`src/rtl/rotary_encoder_button_decoder_unit_defines.svh`:
```
// Assertion macros for the rotary encoder and button decoder.
// Included by the top level only; needs no package.
`ifndef ROTARY_ENCODER_BUTTON_DECODER_UNIT_DEFINES_SVH
`define ROTARY_ENCODER_BUTTON_DECODER_UNIT_DEFINES_SVH

// Property checked on every clock edge, quiet while reset is high.
`define REBD_ASSERT(label, prop, msg) \
   label: assert property (@(posedge clock) disable iff (reset) (prop)) else $error(msg);

// Property checked on every clock edge, reset included.
`define REBD_ASSERT_ALWAYS(label, prop, msg) \
   label: assert property (@(posedge clock) (prop)) else $error(msg);

`endif

```
`src/rtl/rebd_pkg.sv`:
```
// Shared types and constants for the rotary encoder and button decoder.
// No dependencies; imported by rotary_encoder_button_decoder_unit.
`default_nettype none

package rebd_pkg;

   // Input word: one tick with either an encoder sample or a button sample.
   typedef struct packed {
      logic command;
      logic pin_a;
      logic pin_b;
      logic button_pressed;
   } req_type;

   // Result word: event, position and button state after the tick.
   typedef struct packed {
      logic [2:0]        event_code;
      logic signed [7:0] position;
      logic [2:0]        button_state;
   } rsp_type;

   typedef enum logic {
      CMD_ENCODER = 1'b0,
      CMD_BUTTON  = 1'b1
   } cmd_type;

   typedef enum logic {
      CSR_CLICK_MIN_TICKS       = 1'b0,
      CSR_LONG_HOLD_EXTRA_TICKS = 1'b1
   } csr_index_type;

   typedef enum logic [2:0] {
      ROT_IDLE    = 3'd0,
      ROT_FWD1    = 3'd1,
      ROT_FWD2    = 3'd2,
      ROT_REV1    = 3'd3,
      ROT_REV2    = 3'd4,
      ROT_END_REV = 3'd5,
      ROT_END_FWD = 3'd6
   } rot_state_type;

   typedef enum logic [2:0] {
      BTN_IDLE       = 3'd0,
      BTN_PRESS      = 3'd1,
      BTN_SHORT      = 3'd2,
      BTN_CLICK_WAIT = 3'd3,
      BTN_LONG       = 3'd4,
      BTN_DOUBLE     = 3'd5,
      BTN_RELEASE    = 3'd6
   } btn_state_type;

   typedef enum logic [2:0] {
      EV_NONE   = 3'd0,
      EV_FWD    = 3'd1,
      EV_REV    = 3'd2,
      EV_SHORT  = 3'd3,
      EV_LONG   = 3'd4,
      EV_CLICK  = 3'd5,
      EV_DOUBLE = 3'd6
   } event_type;

   localparam logic [7:0] SHORT_HOLD_TICKS    = 8'd100;
   localparam logic [7:0] DOUBLE_GAP_TICKS    = 8'd10;
   localparam logic [7:0] CLICK_TIMEOUT_TICKS = 8'd30;

   localparam logic [7:0] CLICK_MIN_RESET       = 8'd5;
   localparam logic [7:0] LONG_HOLD_EXTRA_RESET = 8'd100;

endpackage

`default_nettype wire

```
`src/rtl/rotary_encoder_button_decoder_unit.sv`:
```
// Rotary encoder and push-button gesture decoder, top level.
// Depends on rebd_pkg and rotary_encoder_button_decoder_unit_defines.svh.
//
// Usage:
// Each word on the req_ channel is one tick. Its command field selects
// whether the tick samples the encoder channels (pin_a, pin_b) or the push
// button (button_pressed). Every accepted word yields exactly one word on the
// rsp_ channel holding the event code, the wrapping signed detent position and
// the button state as they stand after that tick.
// The block has two stages: an input register that captures the accepted word
// and a result register loaded by the decode logic. A word accepted at one
// clock edge is presented on rsp_ right after the next edge when the result
// register is free. One word per cycle is sustained while the receiver does
// not stall; the decoder state is registered at the same edge as the result.
// When the receiver stalls, the result register holds its word and the input
// register can still take one more word; req_ready falls only once both are
// full, and rises again in the cycle rsp_ready is seen.
// The csr_ port writes click_min_ticks (index 0) and long_hold_extra_ticks
// (index 1) in the cycle csr_we is high; write it only while the block is idle.
// Synchronous reset empties both stages, puts both state machines in idle,
// clears the tick counter and position, and restores the register defaults
// (5 and 100).
`default_nettype none

`include "rotary_encoder_button_decoder_unit_defines.svh"

module rotary_encoder_button_decoder_unit (
   input  wire logic             clock,
   input  wire logic             reset,
   input  wire logic             req_valid,
   output logic                  req_ready,
   input  wire rebd_pkg::req_type req_data,
   output logic                  rsp_valid,
   input  wire logic             rsp_ready,
   output rebd_pkg::rsp_type     rsp_data,
   input  wire logic             csr_we,
   input  wire logic             csr_index,
   input  wire logic [7:0]       csr_wdata
);
   import rebd_pkg::*;

   // Configuration registers.
   logic [7:0] click_min_ff;
   logic [7:0] long_extra_ff;

   // Input stage.
   logic    in_valid_ff, in_valid_in;
   req_type in_data_ff;

   // Decoder state.
   rot_state_type     rot_ff, rot_in;
   btn_state_type     btn_ff, btn_in;
   logic [7:0]        ticks_ff, ticks_in;
   logic signed [7:0] detent_ff, detent_in;

   // Result stage.
   logic      rsp_valid_ff, rsp_valid_in;
   rsp_type   rsp_data_ff, rsp_data_in;
   event_type ev;

   logic advance;
   logic req_fire;
   logic rest;

   // The input word moves on whenever the result register is empty or
   // being drained this cycle.
   assign advance  = in_valid_ff && (!rsp_valid_ff || rsp_ready);
   assign req_ready = !in_valid_ff || advance;
   assign req_fire  = req_valid && req_ready;

   assign in_valid_in  = req_fire ? 1'b1 : (advance ? 1'b0 : in_valid_ff);
   assign rsp_valid_in = advance ? 1'b1 : (rsp_ready ? 1'b0 : rsp_valid_ff);

   assign rest = in_data_ff.pin_a && in_data_ff.pin_b;

   // Next state of both machines. The checks run in order so that a later
   // check sees the counter value left by an earlier one, just as the
   // button machine is specified.
   always_comb begin
      rot_in    = rot_ff;
      btn_in    = btn_ff;
      ticks_in  = ticks_ff;
      detent_in = detent_ff;
      ev        = EV_NONE;
      if (advance) begin
         if (cmd_type'(in_data_ff.command) == CMD_ENCODER) begin
            case (rot_ff)
               ROT_IDLE: begin
                  if (!in_data_ff.pin_a && in_data_ff.pin_b) rot_in = ROT_FWD1;
                  if (in_data_ff.pin_a && !in_data_ff.pin_b) rot_in = ROT_REV1;
               end
               ROT_FWD1: begin
                  if (!in_data_ff.pin_a && !in_data_ff.pin_b) rot_in = ROT_FWD2;
                  if (rest) rot_in = ROT_IDLE;
               end
               ROT_FWD2: begin
                  if (in_data_ff.pin_a && !in_data_ff.pin_b) rot_in = ROT_END_FWD;
                  if (rest) rot_in = ROT_IDLE;
               end
               ROT_REV1: begin
                  if (!in_data_ff.pin_a && !in_data_ff.pin_b) rot_in = ROT_REV2;
                  if (rest) rot_in = ROT_IDLE;
               end
               ROT_REV2: begin
                  if (!in_data_ff.pin_a && in_data_ff.pin_b) rot_in = ROT_END_REV;
                  if (rest) rot_in = ROT_IDLE;
               end
               ROT_END_REV: begin
                  // A reverse step always forces the button to release,
                  // but reports only outside press and release.
                  if (rest) begin
                     detent_in = detent_ff - 8'sd1;
                     rot_in    = ROT_IDLE;
                     if (btn_ff != BTN_PRESS && btn_ff != BTN_RELEASE) ev = EV_REV;
                     btn_in = BTN_RELEASE;
                  end
               end
               ROT_END_FWD: begin
                  // A forward step touches the button only when it reports.
                  if (rest) begin
                     detent_in = detent_ff + 8'sd1;
                     rot_in    = ROT_IDLE;
                     if (btn_ff != BTN_PRESS && btn_ff != BTN_RELEASE) begin
                        ev     = EV_FWD;
                        btn_in = BTN_RELEASE;
                     end
                  end
               end
               default: begin
                  rot_in = rot_ff;
               end
            endcase
         end else begin
            case (btn_ff)
               BTN_IDLE: begin
                  if (in_data_ff.button_pressed) begin
                     ticks_in = '0;
                     btn_in   = BTN_PRESS;
                  end
               end
               BTN_PRESS: begin
                  ticks_in = ticks_ff + 8'd1;
                  if (ticks_in > SHORT_HOLD_TICKS) begin
                     ev       = EV_SHORT;
                     btn_in   = BTN_SHORT;
                     ticks_in = '0;
                  end
                  if (!in_data_ff.button_pressed) begin
                     if (ticks_in > click_min_ff) begin
                        btn_in   = BTN_CLICK_WAIT;
                        ticks_in = '0;
                     end else begin
                        btn_in = BTN_RELEASE;
                     end
                  end
               end
               BTN_SHORT: begin
                  ticks_in = ticks_ff + 8'd1;
                  if (ticks_in > long_extra_ff) btn_in = BTN_LONG;
                  if (!in_data_ff.button_pressed) btn_in = BTN_RELEASE;
               end
               BTN_CLICK_WAIT: begin
                  ticks_in = ticks_ff + 8'd1;
                  if (in_data_ff.button_pressed && ticks_in > DOUBLE_GAP_TICKS) begin
                     btn_in   = BTN_DOUBLE;
                     ticks_in = '0;
                  end
                  if (ticks_in >= CLICK_TIMEOUT_TICKS) begin
                     ev     = EV_CLICK;
                     btn_in = BTN_RELEASE;
                  end
               end
               BTN_LONG: begin
                  ev     = EV_LONG;
                  btn_in = BTN_RELEASE;
               end
               BTN_DOUBLE: begin
                  ev     = EV_DOUBLE;
                  btn_in = BTN_RELEASE;
               end
               BTN_RELEASE: begin
                  if (!in_data_ff.button_pressed) btn_in = BTN_IDLE;
               end
               default: begin
                  btn_in = btn_ff;
               end
            endcase
         end
      end
   end

   always_comb begin
      rsp_data_in              = rsp_data_ff;
      if (advance) begin
         rsp_data_in.event_code   = ev;
         rsp_data_in.position     = detent_in;
         rsp_data_in.button_state = btn_in;
      end
   end

   always_ff @(posedge clock) begin
      if (reset) begin
         click_min_ff  <= CLICK_MIN_RESET;
         long_extra_ff <= LONG_HOLD_EXTRA_RESET;
         in_valid_ff   <= 1'b0;
         rsp_valid_ff  <= 1'b0;
         rot_ff        <= ROT_IDLE;
         btn_ff        <= BTN_IDLE;
         ticks_ff      <= '0;
         detent_ff     <= '0;
      end else begin
         if (csr_we) begin
            case (csr_index_type'(csr_index))
               CSR_CLICK_MIN_TICKS:       click_min_ff  <= csr_wdata;
               CSR_LONG_HOLD_EXTRA_TICKS: long_extra_ff <= csr_wdata;
               default:                   click_min_ff  <= click_min_ff;
            endcase
         end
         in_valid_ff  <= in_valid_in;
         rsp_valid_ff <= rsp_valid_in;
         rot_ff       <= rot_in;
         btn_ff       <= btn_in;
         ticks_ff     <= ticks_in;
         detent_ff    <= detent_in;
      end
   end

   // Payload registers carry no reset.
   always_ff @(posedge clock) begin
      if (req_fire) begin
         in_data_ff <= req_data;
      end
      rsp_data_ff <= rsp_data_in;
   end

   assign rsp_valid = rsp_valid_ff;
   assign rsp_data  = rsp_data_ff;

   // Reset leaves both stages empty.
   `REBD_ASSERT_ALWAYS(a_reset_empty,
      reset |=> (!in_valid_ff && !rsp_valid_ff),
      "stage valid after reset")
   // A waiting result always matches the live position and button state.
   `REBD_ASSERT(a_rsp_matches_state,
      rsp_valid_ff |-> (rsp_data_ff.position == detent_ff &&
                        rsp_data_ff.button_state == btn_ff),
      "result out of step with state")
   // State moves only when a word goes through the decoder.
   `REBD_ASSERT(a_state_frozen,
      !advance |=> ($stable(detent_ff) && $stable(ticks_ff) &&
                    $stable(rot_ff) && $stable(btn_ff)),
      "state changed without a word")

endmodule

`default_nettype wire

```
`config.mk`:
```
export PLATFORM = sky130hd
export DESIGN_NAME = rotary_encoder_button_decoder_unit
export DESIGN_NICKNAME = d
export VERILOG_FILES = /design/src/rtl/rebd_pkg.sv /design/src/rtl/rotary_encoder_button_decoder_unit.sv
export VERILOG_INCLUDE_DIRS = /design/src /design/src/rtl
export SDC_FILE = /design/constraint.sdc
export NUM_CORES = 1
export LEC_CHECK = 0
export CAP_MARGIN = 25
export CELL_PAD_IN_SITES_DETAIL_PLACEMENT = 2
export CELL_PAD_IN_SITES_GLOBAL_PLACEMENT = 2
export CORE_AREA = 3 3 107 109
export DETAILED_ROUTE_END_ITERATION = 10
export DIE_AREA = 0 0 110 112
export DONT_BUFFER_PORTS = 1
export PLACE_DENSITY = 0.8
export RECOVER_POWER = 25
export SLEW_MARGIN = 20
export SYNTH_ARGS = -nofsm -noshare
export SYNTH_HDL_FRONTEND = slang
export SYNTH_SLANG_ARGS = --single-unit
```
`constraint.sdc`:
```
create_clock -name clock -period 9.1 [get_ports clock]
set_input_delay 1.82 -clock clock [delete_from_list [all_inputs] [get_ports clock]]
set_output_delay 1.82 -clock clock [all_outputs]
set_load 0.01 [all_outputs]
```
# After elaboration in Yosys (flattened, before gate mapping)
# Cells that the tools add are included.
[classes]
magnitude_cmp = 5
mux = 58
bitwise_logic = 2
n_reduce_logical = 26
eq_ne = 21
n_addsub = 3
[ops]
columns = ["op", "n"]
rows = [
  ["8-bit 2-to-1 mux", 15],
  ["3-bit 2-to-1 mux", 27],
  ["3-bit case mux with 6 select lines", 2],
  ["8-bit case mux with 4 select lines", 1],
  ["3-bit == test, second input constant", 6],
  ["3-bit inequality test, second input constant", 6],
  ["8-bit > comparator", 2],
  ["8-bit case mux with 2 select lines", 1],
  ["3-bit by 2-bit == test with 1-bit output, second input constant", 4],
  ["3-bit case mux with 4 select lines", 1],
  ["9-bit AND reduction", 1],
  ["8-bit by 1-bit adder with 8-bit output, second input constant", 1],
  ["8-bit by 2-bit adder with 8-bit output, second input constant", 1],
  ["8-bit by 5-bit greater-or-equal comparator with 1-bit output, second input constant", 1],
  ["8-bit by 4-bit > comparator with 1-bit output, second input constant", 1],
  ["8-bit by 7-bit > comparator with 1-bit output, second input constant", 1],
  ["1-bit logical AND", 8],
  ["8-bit by 2-bit subtractor with 8-bit output, second input constant", 1],
  ["3-bit by 1-bit == test with 1-bit output, second input constant", 2],
  ["3-bit logical NOT", 2],
  ["1-bit 2-to-1 mux", 6],
  ["2-bit 2-to-1 mux", 3],
  ["3-bit case mux with 2 select lines", 1],
  ["6-bit nonzero test", 1],
  ["12 further kinds", 20],
]
[totals]
ff_bits = 58

# Logic depth before layout (Yosys ltp)
# Gate-level depths: netlist of run 1.
[logic_depth]
word_depth = 12
depth_mapped = 16

# Worst setup path before layout of run 1
# No wires, ideal clock.
[synth_timing]
kind = "input to output"
start = "input port rsp_ready"
end = "output port req_ready"
path_stages = 2
path_slack_ns = 5.187
arrival_time_ns = 2.093
path_cell_list = "nor2b_1 > nand2_1"
[synth_via]
elab_chain_len = 3
[synth_lines]
columns = ["item", "line", "rtl"]
rows = [
  ["from (decl)", "rotary_encoder_button_decoder_unit.sv:34", "input wire logic rsp_ready,"],
  ["1-bit logical OR", "rotary_encoder_button_decoder_unit.sv:67", "assign advance = in_valid_ff && (!rsp_valid_ff || rsp_ready);"],
  ["1-bit logical AND", "rotary_encoder_button_decoder_unit.sv:67", ""],
  ["1-bit logical OR", "rotary_encoder_button_decoder_unit.sv:68", "assign req_ready = !in_valid_ff || advance;"],
  ["to (decl)", "rotary_encoder_button_decoder_unit.sv:31", "output logic req_ready,"],
]
# Every way passes these cells.

# Worst setup path after layout of run 1
[layout_timing]
start = "register ticks_ff[0]"
end = "register rsp_data_ff (netlist bit rsp_data[0]) (data pin)"
[layout_via]
elab_chain_len = 12
[layout_lines]
columns = ["item", "line", "rtl"]
rows = [
  ["from (decl)", "rotary_encoder_button_decoder_unit.sv:53", "logic [7:0] ticks_ff, ticks_in;"],
  ["from (signal assigned)", "rotary_encoder_button_decoder_unit.sv:223", "ticks_ff <= ticks_in;"],
  ["8-bit by 1-bit adder with 8-bit output *", "rotary_encoder_button_decoder_unit.sv:142, rotary_encoder_button_decoder_unit.sv:158, rotary_encoder_button_decoder_unit.sv:163", ""],
  ["8-bit by 7-bit > comparator with 1-bit output or 8-bit by 4-bit > comparator with 1-bit output (tied branches)", "rotary_encoder_button_decoder_unit.sv:143, rotary_encoder_button_decoder_unit.sv:164", ""],
  ["8-bit 2-to-1 mux or 1-bit logical AND (tied branches)", "rotary_encoder_button_decoder_unit.sv:143, rotary_encoder_button_decoder_unit.sv:164", ""],
  ["8-bit 2-to-1 mux (on tied branches)", "rotary_encoder_button_decoder_unit.sv:134, rotary_encoder_button_decoder_unit.sv:164", ""],
  ["8-bit 2-to-1 mux (on tied branches)", "rotary_encoder_button_decoder_unit.sv:86, rotary_encoder_button_decoder_unit.sv:134", ""],
  ["8-bit 2-to-1 mux (on tied branches)", "rotary_encoder_button_decoder_unit.sv:85, rotary_encoder_button_decoder_unit.sv:86", ""],
  ["8-bit > comparator or 8-bit 2-to-1 mux (tied branches)", "rotary_encoder_button_decoder_unit.sv:149, rotary_encoder_button_decoder_unit.sv:85", ""],
  ["3-bit 2-to-1 mux or 8-bit by 5-bit greater-or-equal comparator with 1-bit output (tied branches)", "rotary_encoder_button_decoder_unit.sv:149, rotary_encoder_button_decoder_unit.sv:168", ""],
  ["3-bit 2-to-1 mux (on tied branches)", "rotary_encoder_button_decoder_unit.sv:148, rotary_encoder_button_decoder_unit.sv:168", ""],
  ["3-bit case mux with 6 select lines *", "rotary_encoder_button_decoder_unit.sv:134", "case (btn_ff)"],
  ["3-bit 2-to-1 mux *", "rotary_encoder_button_decoder_unit.sv:86", "if (cmd_type'(in_data_ff.command) == CMD_ENCODER) begin"],
  ["3-bit 2-to-1 mux *", "rotary_encoder_button_decoder_unit.sv:85", "if (advance) begin"],
  ["via btn_in[0]", "rotary_encoder_button_decoder_unit.sv:52", "btn_state_type btn_ff, btn_in;"],
  ["to (signal assigned)", "rotary_encoder_button_decoder_unit.sv:233", "rsp_data_ff <= rsp_data_in;"],
  ["to (decl)", "rotary_encoder_button_decoder_unit.sv:58", "rsp_type rsp_data_ff, rsp_data_in;"],
]
# The timed path passes the listed nets; every way through them passes the cells marked *. The select of a mux whose other input is x is not followed.
# A chain may end at the register's enable or synchronous reset.

==> results.yml, run 1 <==
outcome:
  status: "complete, no violations"
floorplanning:
  die_y_um: 112
  dieArea_mm2: 0.0123
  ios: 34
  rows: 38
  start_util_pct: 34.6
  coreArea_mm2: 0.0107
  die_w_um: 110
routing:
  antenna_left: 0
  first_iter_violations: 122
  totalWireLength_um: 11500
  wl_per_cell_um: 19.8
  via_count: 3359
  routed_via_density: 5.79
  drc: 0
  first_pass_iters: 4
synth:
  synth_edf_count: 18
  ys_top_cells_by_area: "dfxtp_1 22%, edfxtp_1 15%, nand2_1 7.1%"
  synthXorXnorAreaFrac_pct: 3.15
  muxShareOfSynthArea_pct: 0
  async_flop_share_pct: 0
  ys_ff_latch: 58
  synth-compound-area-share_pct: 21.6
  yosysSeqAreaShare_pct: 36.3
  synth-simple-area-share_pct: 26.5
  yosys_warnings: 0
  synth.distinct_cells: 73
  syn_area_mm2: 0.00370
  synth_cells: 446
  synth.top_cell.area_share_pct: 21.6
  synth.largest_area_cell: "dfxtp_1"
  synth_top_family_by_area: "simple AND/OR/NAND/NOR gates"
  syn_nets: 484
  ys.flop_type: "dfxtp_1"
  synth_fa_ha_area_share_pct: 7.07
  avgSynthCellArea_um2: 8.30
cells_and_area:
  drive_gt1_share_pct: 7.73
  nets: 473
  n_fill_cell: 1203
  syn_to_final_growth_pct: 8.32
  layout_commonest_cell: "nand2_1"
  antenna_cells: 0
  most-common-layout-cells: "70 x nand2_1, 40 x dfxtp_1, 34 x nor2_1, 34 x a21oi_1, 24 x inv_1"
placement:
  io_buffer_count: 0
  post-dp-hpwl_um: 8450
  place.gp.congestion: 0.823
  pre_cts_slack_ps: 4930
critical_path:
  endpoint: "rsp_data[0]"
  r2r-end: "rsp_data[0]"
  rr_worst_depth: 14
  reg2reg_setup_slack_ps: 4890
  endpoint_kind: "flop"
  crit_arrival_ps: 4310
  start_kind: "flop"
  r2r-start: "ticks_ff[0]"
  required_ps: 9200
  path_class: "flop to flop"
  timing.critical_path.from: "ticks_ff[0]"
  crit_path_max_fanout: 11
cts:
  post_cts_resized: 0
  cts_tree: "built"
  cts-hold-fix-buffers: 0
  clock-sinks: 58
  cts_buffers: 9
  h-tree-depth: 3
  clock_path_buffers: 2
  path_clk_slew_ps: 80
  cts_setup_buffers: 0
  clock_latency_ps: 350
  root_buffer: "clkbuf_8"
job:
  drv_cap: 0
pwr:
  power.total_mw: 0.621
  power_leakage_nw: 1.43
  ir_worst_vdd_v: 0.000108
  powerDensity_mw_per_mm2: 155
timing:
  fmaxAchievable_mhz: 238
  hold_violations: 0
  finalSetupTns_ps: 0
  min_period_ps: 4210
  drv_slew: 0
  setup_ws_ps: 4890
  slew_headroom_pct: 48.6
  finalSetupViolCount: 0
  clock_skew_ps: 11.5
  worst_slew_pin_slew_ps: 763
  rsz0062_at_grt: "false"
  finalCritPeriodShare_pct: 46.2
global_routing:
  grt_pass1_vias: 3607
  grt_pass1_wl_um: 19200
  grt_max_degree: 36
  antenna_found_initial: 0
  overflow: 0
  grt_usage_pct: 19.9
min_path:
  worstHoldStart: "click_min_ff[6]"
  hold_depth: 2
  hold_path.class: "flop to flop"
state kept, by name, summed over array words and instances (netlist names):
signal         count
long_extra_ff      8
detent_ff          8
rsp_valid          1
rot_ff             3
in_data_ff         4
btn_ff             3
rsp_data          14
ticks_ff           8
click_min_ff       8
in_valid_ff        1
worst min-delay path by stage:
| stage | to | slack (ps) |
|---|---|---|
| after global placement | long_extra_ff[1] | 440 |
| after CTS | click_min_ff[6] | 460 |
| after global routing | click_min_ff[6] | 480 |
| final | click_min_ff[6] | 450 |
| after floorplan | click_min_ff[1] | 440 |
| after detailed placement | click_min_ff[6] | 450 |
synthesized netlist by cell type, types with 4 or more instances:
library cell,count
nand3_1,10
clkbuf_1,12
nor2b_1,15
and2_1,6
o21ai_1,6
a31oi_1,4
nand2b_1,8
o22ai_1,5
o21ai_0,14
nand2_1,70
xnor2_1,5
inv_1,24
nor3_1,11
nor2_1,34
a211oi_1,5
nor4_1,6
nand4_1,6
buf_2,10
nand3b_1,6
dfxtp_1,40
a21oi_1,34
and3_1,5
edfxtp_1,18
ha_1,20
metal layers:
metal  share of wire [%]  vias up  GRT usage, %
met2                  50       64          33.0
met4                 1.8        0          5.65
met5                   0        -             0
met3                 3.5       19          4.46
met1                  45     1690          25.8
li1                    -     1586             -
per-stage QoR:
| stage | instances | hold slack [ps] | util [%] | instance area, um^2 |
|---|---|---|---|---|
| finish | 580 | 454 | 37.5 | 4010 |
| global route | 580 | 479 | 37.5 | 4010 |
| global placement | 564 | 439 | 35.3 | 3780 |
| floorplan | 446 | 436 | - | 3700 |
| detailed placement | 564 | 448 | 35.3 | 3780 |
| CTS | 580 | 458 | 37.5 | 4010 |
worst max-delay path: stages (launching register included):
cell	delay (ps)
dfxtp_1	520
ha_1	420
inv_2	80
or4_1	470
a21oi_1	420
nor3_1	180
nor2_1	160
ha_1	270
nor2b_1	150
o211ai_1	200
a21oi_1	130
o21ai_0	370
o21ai_0	170
a311oi_2	330
nor2_1	70
power by group:
part           internal (mW)  switching (mW)
logic                 0.0196          0.0325
registers              0.277          0.0127
clock network          0.162           0.117
cell type report:
| cell class | instances | area, um^2 | area share [%] |
|---|---|---|---|
| flip-flops and latches | 58 | 1340 | 33.5 |
| inverters | 27 | 101 | 2.53 |
| clock inverters | 6 | 90.1 | 2.25 |
| well taps | 140 | 175 | 4.37 |
| multi-input cells | 339 | 2160 | 53.9 |
| clock buffers | 10 | 138 | 3.43 |
kinds of logic after synthesis:
group / count (synthesis)
and+or+nand+nor: 195
AOI/OAI and AO/OA: 112
DFF: 58
buffers and inverters: 49
adders and majority gates: 21
xor gates and xnor gates: 10
other: 1
(Power assumes the default switching activity.)
==> run 2, diff against run 1 <==
--- a/config.mk
+++ b/config.mk
@@ -6,14 +6,15 @@
 export SDC_FILE = /design/constraint.sdc
 export NUM_CORES = 1
 export LEC_CHECK = 0
+export ABC_AREA = 1
 export CAP_MARGIN = 25
 export CELL_PAD_IN_SITES_DETAIL_PLACEMENT = 2
 export CELL_PAD_IN_SITES_GLOBAL_PLACEMENT = 2
-export CORE_AREA = 3 3 107 109
+export CORE_AREA = 3 3 105 107
 export DETAILED_ROUTE_END_ITERATION = 10
-export DIE_AREA = 0 0 110 112
+export DIE_AREA = 0 0 108 110
 export DONT_BUFFER_PORTS = 1
-export PLACE_DENSITY = 0.8
+export PLACE_DENSITY = 0.83
 export RECOVER_POWER = 25
 export SLEW_MARGIN = 20
 export SYNTH_ARGS = -nofsm -noshare
==> constraint.sdc (replaced) <==
create_clock -name clock -period 4.4 [get_ports clock]
set_input_delay 0.88 -clock clock [delete_from_list [all_inputs] [get_ports clock]]
set_output_delay 0.88 -clock clock [all_outputs]
set_load 0.01 [all_outputs]
==> run 2 against run 1 <==
- clock power up 97%
- clock skew down 1.2 ps
- critical path depth up 5
- final area down 3.4%
- cell count up 6.9%
- global-route usage up 0.58 points
- critical path type unchanged
- critical endpoint is now ticks_ff[2]
- largest power group unchanged
- highest routed layer unchanged
==> results.yml, run 2 <==
cts:
  cts_tree: "built"
  h-tree-depth: 3
  clock-sinks: 58
  clock_latency_ps: 360
  post_cts_resized: 0
  clock_path_buffers: 2
  root_buffer: "clkbuf_8"
  cts-hold-fix-buffers: 0
  cts_buffers: 9
  cts_setup_buffers: 0
  path_clk_slew_ps: 70
floorplanning:
  start_util_pct: 34.5
  die_w_um: 108
  die_y_um: 110
  ios: 34
  dieArea_mm2: 0.0119
  coreArea_mm2: 0.0102
  rows: 37
synth:
  yosys_warnings: 0
  synth.distinct_cells: 45
  synth_top_family_by_area: "simple AND/OR/NAND/NOR gates"
  synth.top_cell.area_share_pct: 22.7
  ys.flop_type: "dfxtp_1"
  synth-simple-area-share_pct: 26.6
  synthMostInstantiatedCell: "nand2_1"
  avgSynthCellArea_um2: 7.40
  synthXorXnorAreaFrac_pct: 1.74
  muxShareOfSynthArea_pct: 0
  syn_area_mm2: 0.00353
  synth_fa_ha_area_share_pct: 7.09
  synth_edf_count: 18
  ys_top_cells_by_area: "dfxtp_1 23%, edfxtp_1 15%, nand2_1 11%"
  syn_nets: 515
  synth.largest_area_cell: "dfxtp_1"
  ys_ff_latch: 58
  synth_cells: 477
  synth-compound-area-share_pct: 17.1
  synth_common_cells: "100 x nand2_1, 67 x inv_1, 41 x a21oi_1, 40 x dfxtp_1, 39 x nor2_1"
  yosysSeqAreaShare_pct: 38.0
  async_flop_share_pct: 0
routing:
  antenna_left: 0
  via_count: 3270
  drc: 0
  met2_wirelength_um: 5780
  wl_met1_um: 5020
  first_iter_violations: 124
  wl_met3_um: 365
  totalWireLength_um: 11300
  wl_per_cell_um: 18.3
  routed_via_density: 5.27
  first_pass_iters: 4
  highest_layer: "met4"
critical_path:
  required_ps: 4690
  endpoint_kind: "flop"
  crit_arrival_ps: 3510
  path_class: "flop to flop"
  start_kind: "flop"
  timing.critical_path.from: "ticks_ff[1]"
  crit_path_max_fanout: 9
  r2r-start: "ticks_ff[1]"
timing:
  finalSetupViolCount: 0
  hold_violations: 0
  fmaxAchievable_mhz: 310
  clock_skew_ps: 10.2
  drv_slew: 0
  min_period_ps: 3220
  rsz0062_at_grt: "false"
  worst_slew_pin_slew_ps: 914
  finalSetupTns_ps: 0
  slew_headroom_pct: 38.8
  finalCritPeriodShare_pct: 73.3
cells_and_area:
  syn_to_final_growth_pct: 9.71
  largest_reg_flops: 14
  most-common-layout-cells: "100 x nand2_1, 67 x inv_1, 41 x a21oi_1"
  layout_commonest_cell: "nand2_1"
  antenna_cells: 0
  n_fill_cell: 1219
  nets: 517
  final_area_mm2: 0.00387
  drive_gt1_share_pct: 9.30
min_path:
  hold_path.class: "flop to flop"
  worstHoldStart: "click_min_ff[3]"
placement:
  dpl_cell_area_mm2: 0.00366
  place.gp.congestion: 0.846
  post-dp-hpwl_um: 8670
  io_buffer_count: 0
global_routing:
  grt_pass1_vias: 3625
  overflow: 0
  grt_usage_pct: 20.5
  antenna_found_initial: 0
  grt_pass1_wl_um: 18700
  grt_max_degree: 22
outcome:
  status: "complete, no violations"
job:
  drv_cap: 0
pwr:
  ir_worst_vdd_v: 0.000166
  powerDensity_mw_per_mm2: 318
  power_leakage_nw: 1.72
-- run 2: changes by cell type after synthesis, sizes merged, moves of 5 or more --
| cell | before | now |
|---|---|---|
| nor3 | 13 | 7 |
| nor2b | 15 | 0 |
| nand3 | 11 | 37 |
| nand2b | 8 | 0 |
| and3 | 6 | 0 |
| nand2 | 70 | 108 |
| nor2 | 34 | 43 |
| inv | 27 | 74 |
| clkbuf | 12 | 6 |
| buf | 10 | 3 |
| nor4 | 6 | 1 |
| o21ai | 21 | 33 |
| and2 | 6 | 1 |
| a21oi | 34 | 44 |
-- run 2: logic make-up (layout without fill, tap and decap cells) --
family,Yosys count,count (layout)
AOI/OAI and AO/OA,103,103
xor gates and xnor gates,7,7
adders and majority gates,20,20
buffers and inverters,85,92
DFF,58,58
other,1,1
and+or+nand+nor,203,203
-- run 2: stage by stage --
stage | power [mW] | util [%] | instances | worst slack [ps] | hold WS (ps)
6_report | 1.23 | 37.9 | 620 | 1180 | 471
5_1_grt | 1.29 | 37.9 | 620 | 841 | 518
2_1_floorplan | 0.666 | - | 477 | 1730 | 435
3_5_place_dp | 0.695 | 35.7 | 604 | 1270 | 468
3_3_place_gp | 0.685 | 35.7 | 604 | 1420 | 462
4_1_cts | 1.24 | 37.9 | 620 | 1180 | 479
-- run 2: worst paths after layout --
path | end | slack [ps] | depth (start not counted)
max | ticks_ff[2] | 1180 | 19
min | click_min_ff[3] | 470 | 2
max reg2reg | ticks_ff[2] | 1180 | 19
min reg2reg | click_min_ff[3] | 470 | 2
-- run 2: layout make-up --
type                       instances  area (um^2)  share of cell area (%)
clock buffer                      15          186                    4.81
sequential                        58         1340                    34.6
inverter                          76          285                    7.37
tap                              136          170                    4.39
multi-input combinational        334         1860                    48.0
clock inverter                     1         30.0                   0.775
-- run 2: where the power goes --
part           switching, mW  internal (mW)
Clock                  0.225          0.324
Sequential            0.0167          0.572
Combinational         0.0668         0.0277
Total                  0.308          0.924
-- run 2: critical path, cell delays in order, from the launching register on --
cell	delay, ps
dfxtp_1	440
ha_1	300
nand3_2	140
xor2_1	330
o211ai_1	180
nand3_2	120
nand2_4	90
nor2_1	150
ha_1	270
inv_1	70
nor2_1	40
o21ai_0	130
nand2_1	70
nand2_1	60
nand3_1	60
nand3_1	110
nand3_1	140
nand3_2	180
nand3_1	130
a21oi_1	150
-- run 2: metal layers --
metal  vias up  GRT usage (%)
met5         -              0
met4         0           6.22
met3        13           3.67
met2        57           36.4
met1      1614           25.5
li1       1586              -
